$ cat config.mk
export PLATFORM = sky130hd
export DESIGN_NAME = ltmg_sqrt_pipe
export DESIGN_NICKNAME = d
export VERILOG_FILES = /design/src/design/ltmg_pkg.sv /design/src/design/ltmg_sqrt_pipe.sv
export SDC_FILE = /design/constraint.sdc
export NUM_CORES = 1
export LEC_CHECK = 0
export ABC_AREA = 0
export BUFFER_PORTS_ARGS = -buffer_cell sky130_fd_sc_hd__buf_4
export CORE_ASPECT_RATIO = 1.75
export CORE_UTILIZATION = 35
export DETAILED_ROUTE_END_ITERATION = 16
export GPL_TIMING_DRIVEN = 0
export PLACE_DENSITY = 0.53
export SYNTH_ARGS = -nofsm -noshare
export SYNTH_HDL_FRONTEND = slang
export SYNTH_SLANG_ARGS = --single-unit
export TNS_END_PERCENT = 1
$ cat constraint.sdc
create_clock -name clock -period 6.8 [get_ports clock]
set_clock_uncertainty 0.2 [all_clocks]
set_input_delay 0 -clock clock [delete_from_list [all_inputs] [get_ports clock]]
set_output_delay 0 -clock clock [all_outputs]
set_load 0.01 [all_outputs]
$ cat src/design/ltmg_pkg.sv
// ----------------------------------------------------------------------------
// ltmg_pkg
// Shared widths, constants and register codes of the log tone mapper.
// ----------------------------------------------------------------------------
package ltmg_pkg;

   localparam int PIX_W      = 24;
   localparam int GAIN_W     = 32;
   localparam int GAIN_FRAC  = 16;
   localparam int PROD_W     = GAIN_W + PIX_W;
   localparam int WORK_FRAC  = 30;
   localparam int Z_W        = WORK_FRAC + 1;
   localparam int SQ_W       = 2 * Z_W;
   localparam int GRAY_W     = 8;
   localparam int CSR_DATA_W = 32;
   localparam int CSR_IDX_W  = 1;

   localparam logic [GAIN_W-1:0] GAIN_RESET = 32'd65536;
   localparam logic [GRAY_W-1:0] GRAY_MAX   = 8'd255;

   typedef enum logic [CSR_IDX_W-1:0] {
      CSR_USE_SQUARE_ROOT = 1'b0,
      CSR_GAIN            = 1'b1
   } csr_index_type;

endpackage

$ cat src/design/ltmg_sqrt_pipe.sv
// ----------------------------------------------------------------------------
// ltmg_sqrt_pipe
// Pipelined integer square root, one root bit per stage, pixel carried along.
// ----------------------------------------------------------------------------
module ltmg_sqrt_pipe #(
   parameter int FRAC_BITS = 16
) (
   input  logic                                          clock,
   input  logic                                          reset,
   input  logic                                          in_valid,
   output logic                                          in_ready,
   input  logic [ltmg_pkg::PIX_W-1:0]                    in_pixel,
   output logic                                          out_valid,
   input  logic                                          out_ready,
   output logic [(ltmg_pkg::PIX_W+FRAC_BITS+1)/2-1:0]    out_root,
   output logic [ltmg_pkg::PIX_W-1:0]                    out_pixel
);

   localparam int RAD_W = ltmg_pkg::PIX_W + FRAC_BITS;
   localparam int RW    = (RAD_W + 1) / 2;
   localparam int PAD_W = 2 * RW;
   localparam int REM_W = RW + 1;
   localparam int TRY_W = RW + 3;

   logic                       valid_ff [RW];
   logic                       adv      [RW];
   logic [REM_W-1:0]           rem_ff   [RW];
   logic [RW-1:0]              root_ff  [RW];
   logic [PAD_W-1:0]           rad_ff   [RW];
   logic [ltmg_pkg::PIX_W-1:0] pix_ff   [RW];

   for (genvar k = 0; k < RW; k++) begin : g_stage
      logic                       p_valid;
      logic [REM_W-1:0]           p_rem;
      logic [RW-1:0]              p_root;
      logic [PAD_W-1:0]           p_rad;
      logic [ltmg_pkg::PIX_W-1:0] p_pix;
      logic                       nxt_adv;
      logic [TRY_W-1:0]           cur;
      logic [TRY_W-1:0]           trial;
      logic [TRY_W-1:0]           diff;
      logic                       ge;
      logic [REM_W-1:0]           rem_in;
      logic [RW-1:0]              root_in;
      logic [PAD_W-1:0]           rad_in;

      if (k == 0) begin : g_first
         assign p_valid = in_valid;
         assign p_rem   = '0;
         assign p_root  = '0;
         assign p_rad   = PAD_W'({in_pixel, {FRAC_BITS{1'b0}}});
         assign p_pix   = in_pixel;
      end else begin : g_next
         assign p_valid = valid_ff[k-1];
         assign p_rem   = rem_ff[k-1];
         assign p_root  = root_ff[k-1];
         assign p_rad   = rad_ff[k-1];
         assign p_pix   = pix_ff[k-1];
      end

      if (k == RW - 1) begin : g_last
         assign nxt_adv = out_ready;
      end else begin : g_mid
         assign nxt_adv = adv[k+1];
      end

      assign adv[k] = !valid_ff[k] || nxt_adv;

      // bring down two radicand bits, try root*4+1
      always_comb begin
         cur     = {p_rem, p_rad[PAD_W-1 -: 2]};
         trial   = {1'b0, p_root, 2'b01};
         ge      = (cur >= trial);
         diff    = cur - trial;
         rem_in  = ge ? diff[REM_W-1:0] : cur[REM_W-1:0];
         root_in = {p_root[RW-2:0], ge};
         rad_in  = p_rad << 2;
      end

      always_ff @(posedge clock) begin
         if (reset) begin
            valid_ff[k] <= 1'b0;
         end else if (adv[k]) begin
            valid_ff[k] <= p_valid;
         end
      end

      always_ff @(posedge clock) begin
         if (adv[k]) begin
            rem_ff[k]  <= rem_in;
            root_ff[k] <= root_in;
            rad_ff[k]  <= rad_in;
            pix_ff[k]  <= p_pix;
         end
      end
   end

   assign in_ready  = adv[0];
   assign out_valid = valid_ff[RW-1];
   assign out_root  = root_ff[RW-1];
   assign out_pixel = pix_ff[RW-1];

endmodule

# Word level (Yosys, flattened, before mapping)
# Memories as Yosys holds them, arrays and structs flattened.
# Cells that the tools add are included.
# classes
add_sub_neg	20
magnitude_cmp	20
muxes	122
bitwise_logic	20
n_reduce_logical	40
# ops
cell	count
$ge A23 B22 Y1	19
$mux W21	20
$sub A21 B21 Y21	19
$mux W1	102
$logic_not A1 Y1	20
$logic_or A1 B1 Y1	20
$or A1 B1 Y1	20
$sub A2 B1 Y3 const B	1
$ge A2 B1 Y1 const B	1
# word_totals
regBits	0
ramBits	2080
in_bits	28
out_inout_bits	46
elab_cells	227
n_memories	5
# memory_table
memory	depth	width	rd	rd_clocked_by_memory_dff	write_ports	line	rtl
rad_ff	20	38	19	0	20	ltmg_sqrt_pipe.sv:29	logic [PAD_W-1:0] rad_ff [RW];
pix_ff	20	24	20	0	20	ltmg_sqrt_pipe.sv:30	logic [ltmg_pkg::PIX_W-1:0] pix_ff [RW];
rem_ff	20	21	19	0	20	ltmg_sqrt_pipe.sv:27	logic [REM_W-1:0] rem_ff [RW];
root_ff	20	20	20	0	20	ltmg_sqrt_pipe.sv:28	logic [RW-1:0] root_ff [RW];
valid_ff	20	1	20	0	20	ltmg_sqrt_pipe.sv:25	logic valid_ff [RW];

# Logic depth before layout (Yosys ltp)
# An unclocked memory read counts as a cell.
# depth
ltp_word	26
depth_mapped	13
ltp_nobuf	11

# Worst setup path after synthesis
# No wires, ideal clock.
# synth_timing
kind	reg-to-reg
start	memory valid_ff[19][0] (netlist: valid_ff[4][3])
end	memory valid_ff[3][0] (netlist: valid_ff[0][3]) (data pin)
setup_time_ns	0.140
t_arrival_ns	5.512
required_time_ns	6.460
slack_ns	0.948
stages_incl_launch_ff	10
path_buffers	0
period_less_slack_ns	5.852
path_cell_list	edfxtp_1 and3b_1 and3_1 and3_1 inv_1 nor2_1 inv_1 nor2_1 nand3_1 and3b_1
# synth_lines
item	line
start, declared	ltmg_sqrt_pipe.sv:25

==> metrics.cfg <==
[detailed_routing]
wire_per_inst_um=16.6
drc=0
dr.pass1.iters=5
via_per_inst=4.86
drt_iter0_markers=999
routed_wl_um=88900
vias=26000
ant_nets=0

[floorplanning]
rows=177
dieArea_sq_mm=0.136
die_h_um=486
die_x_um=279
initial_core_util_pct=35.3
coreArea_sq_mm=0.133
io_pins=74

[layout]
drive_gt1_share_pct=9.10
final_nets=3819
utilization_pct=40.7
area_delta_synth_final_pct=15.2
fillers=12200
stdcell_count=5350

[hold_path]
holdCritPathClass=in -> reg
min_path_cells=3

[synth]
synthesis.nets=3565
yosysTopAreaCellShare_pct=68.9
yosys.cell_count.top_type=edfxtp_1
syn_avg_cell_area_sq_um=14.2
synthArstFlopShare_pct=0
yosysTopAreaCell=edfxtp_1
synthDistinctLibCells=77
synthesis.area_sq_mm=0.0469
ys_dominant_reg_cell=edfxtp_1
synth_seq_cells=1076
ys_warn_count=0
synth_edf_count=1076
synth_cells=3314
yosys-top-cells-count=edfxtp_1, inv_1, ha_1, nor2_1, nand2_1
seq_area_frac_synth_pct=68.9
synth_area_leaders=edfxtp_1, ha_1, xnor2_1

[worst_setup_path]
max_stage_delay_ns=0.55
crit_path_max_fanout=30
path_cells=and3b_1 > and3_1 > and3_1 > inv_2 > nor2_1 > inv_2 > nor2_1 > and3_1 > nand2_2 > and3b_1 > dlygate4sd3_1
critPathMostFrequentCell=and3_1
rr_worst_depth=11
rrSetupSlack_ns=1.77
slowest_stage=dlygate4sd3_1
worstSetupEndpointType=flop
start_kind=flop
required_ns=7.08
path_class=reg -> reg
arrival_ns=5.31

[timing]
setup_viol=0
slew_headroom_pct=21.5
timing.final.crit_share_pct=74.0
drv_slew=0
worst_slack_ns=1.77
hold_viol_final=0
tightestPinTransition_ns=1.18
rsz0062_at_grt=false
hold_ws_ns=0.0949
post-route-min-period_ns=5.03
fmax_ghz=0.199

[global_route]
grt_pass1_vias=28000
overflow=0
grt_use_total_pct=13.2
grt_pass1_wl_um=139000
antenna_found_initial=1
grt_max_degree=61

[clock_tree]
path_clk_slew_ns=0.07
tritoncts=built
cts_num_sinks=1076
htree_levels=3
clkLatencyLatePin_ns=0.73
post-cts-setup-buffer-count=0
clk_path_buf_depth=3
ctsRootBufferMaster=clkbuf_16
cts_buffers=103

[placement]
dp_cells=5106
gp_congestion=0.855
port_buffers=73
preCtsSetupSlack_ns=2.02
dpl.hpwl_um=66800

[pwr]
ir_worst_vdd_v=0.000237
powerDensity_mw_per_mm2=321
total_power_mw=17.4
total_leakage_power_nw=21.4

[run]
drv_cap=0

[outcome]
outcome=finished, final reports clean

path summary, 6_finish.rpt:
kind                                     start             end
worst min-delay path                     reset  valid_ff[2][3]
worst max-delay path            valid_ff[4][3]  valid_ff[0][0]
worst max register to register  valid_ff[4][3]  valid_ff[0][0]
worst min register to register   pix_ff[3][36]   pix_ff[3][60]
state kept, by name (all words and copies together), names as in the netlist:
register  cells
pix_ff      480
valid_ff     20
root_ff     210
rem_ff      366
critical path, delay by kind of cell, from the launching register on:
family                 cells  cell delay (ns)
buffers and inverters      3             1.09
and+or+nand+nor            8             3.20
DFF                        1             0.35
routing by layer:
| metal | vias up | wire [um] | share of wire (%) | track usage, % |
|---|---|---|---|---|
| met5 | - | 0 | 0 | 0 |
| met4 | 0 | 4610 | 5.2 | 7.76 |
| met3 | 214 | 2140 | 2.4 | 1.92 |
| met2 | 344 | 57700 | 65 | 30.5 |
| met1 | 12600 | 24500 | 28 | 8.96 |
| li1 | 12800 | - | - | - |
repair_timing:
item / 4_1_cts / 5_1_grt
hold buffers: 56 / 0
hold endpoints to repair: 125 / 0
resized for setup: 0 / 0
layout make-up:
class / instances / area (sq um) / area share [%]
flip-flops and latches: 1076 / 32300 / 59.8
multi-input cells: 1915 / 13500 / 24.9
clock buffers: 130 / 2680 / 4.96
well taps: 1700 / 2130 / 3.94
repair buffers: 149 / 1510 / 2.80
inverters: 277 / 1050 / 1.94
clock inverters: 56 / 731 / 1.35
plain buffers: 46 / 175 / 0.324
diodes: 1 / 2.50 / 0.00463
cell families after synthesis:
group                    share of synthesized area, %
XOR/XNOR                                         4.83
AO/OA/AOI/OAI                                    7.51
multiplexers                                     1.26
adder cells (fa/ha/maj)                          6.06
AND/OR/NAND/NOR                                  8.88
other                                         0.00799
buffers and inverters                            2.59
flip-flops                                       68.9
report_power, final:
group	switching, mW	internal, mW	total (mW)
clock network	2.51	3.31	5.82
registers	0.565	8.46	9.03
logic	1.33	1.18	2.51
total	4.40	13.0	17.4
cells in the final DEF (no fill, tap or decap), types with 13 or more instances in the layout:
cell type / synthesis / routed
a211oi_1: 16 / 16
a21o_1: 53 / 53
a21oi_1: 171 / 171
and2_1: 13 / 13
and3_1: 21 / 21
and3b_1: 13 / 13
buf_4: 0 / 73
bufinv_16: 0 / 13
clkbuf_1: 38 / 65
clkbuf_16: 0 / 103
clkinv_1: 0 / 19
clkinv_2: 0 / 13
dlygate4sd3_1: 0 / 56
edfxtp_1: 1076 / 1076
ha_1: 216 / 216
inv_1: 276 / 267
mux2_2: 45 / 45
nand2_1: 183 / 175
nand2b_1: 36 / 36
nand3_1: 54 / 51
nand4_1: 27 / 27
nor2_1: 207 / 207
nor2b_1: 29 / 29
nor3_1: 82 / 82
nor4_1: 37 / 37
o21a_1: 55 / 55
o21ai_0: 140 / 140
o21bai_1: 17 / 17
o31ai_1: 18 / 18
or2_2: 16 / 16
or3_1: 21 / 21
or4_1: 23 / 23
xnor2_1: 141 / 141
xor2_1: 118 / 118
stage by stage:
step / instance area [sq um] / setup TNS, ns
after floorplan: 46900 / 0
after global placement: 49600 / -270.01
after detailed placement: 50100 / 0
after CTS: 54000 / 0
after global routing: 54000 / 0
final: 54000 / 0
Power figures use the tool's default switching activity.
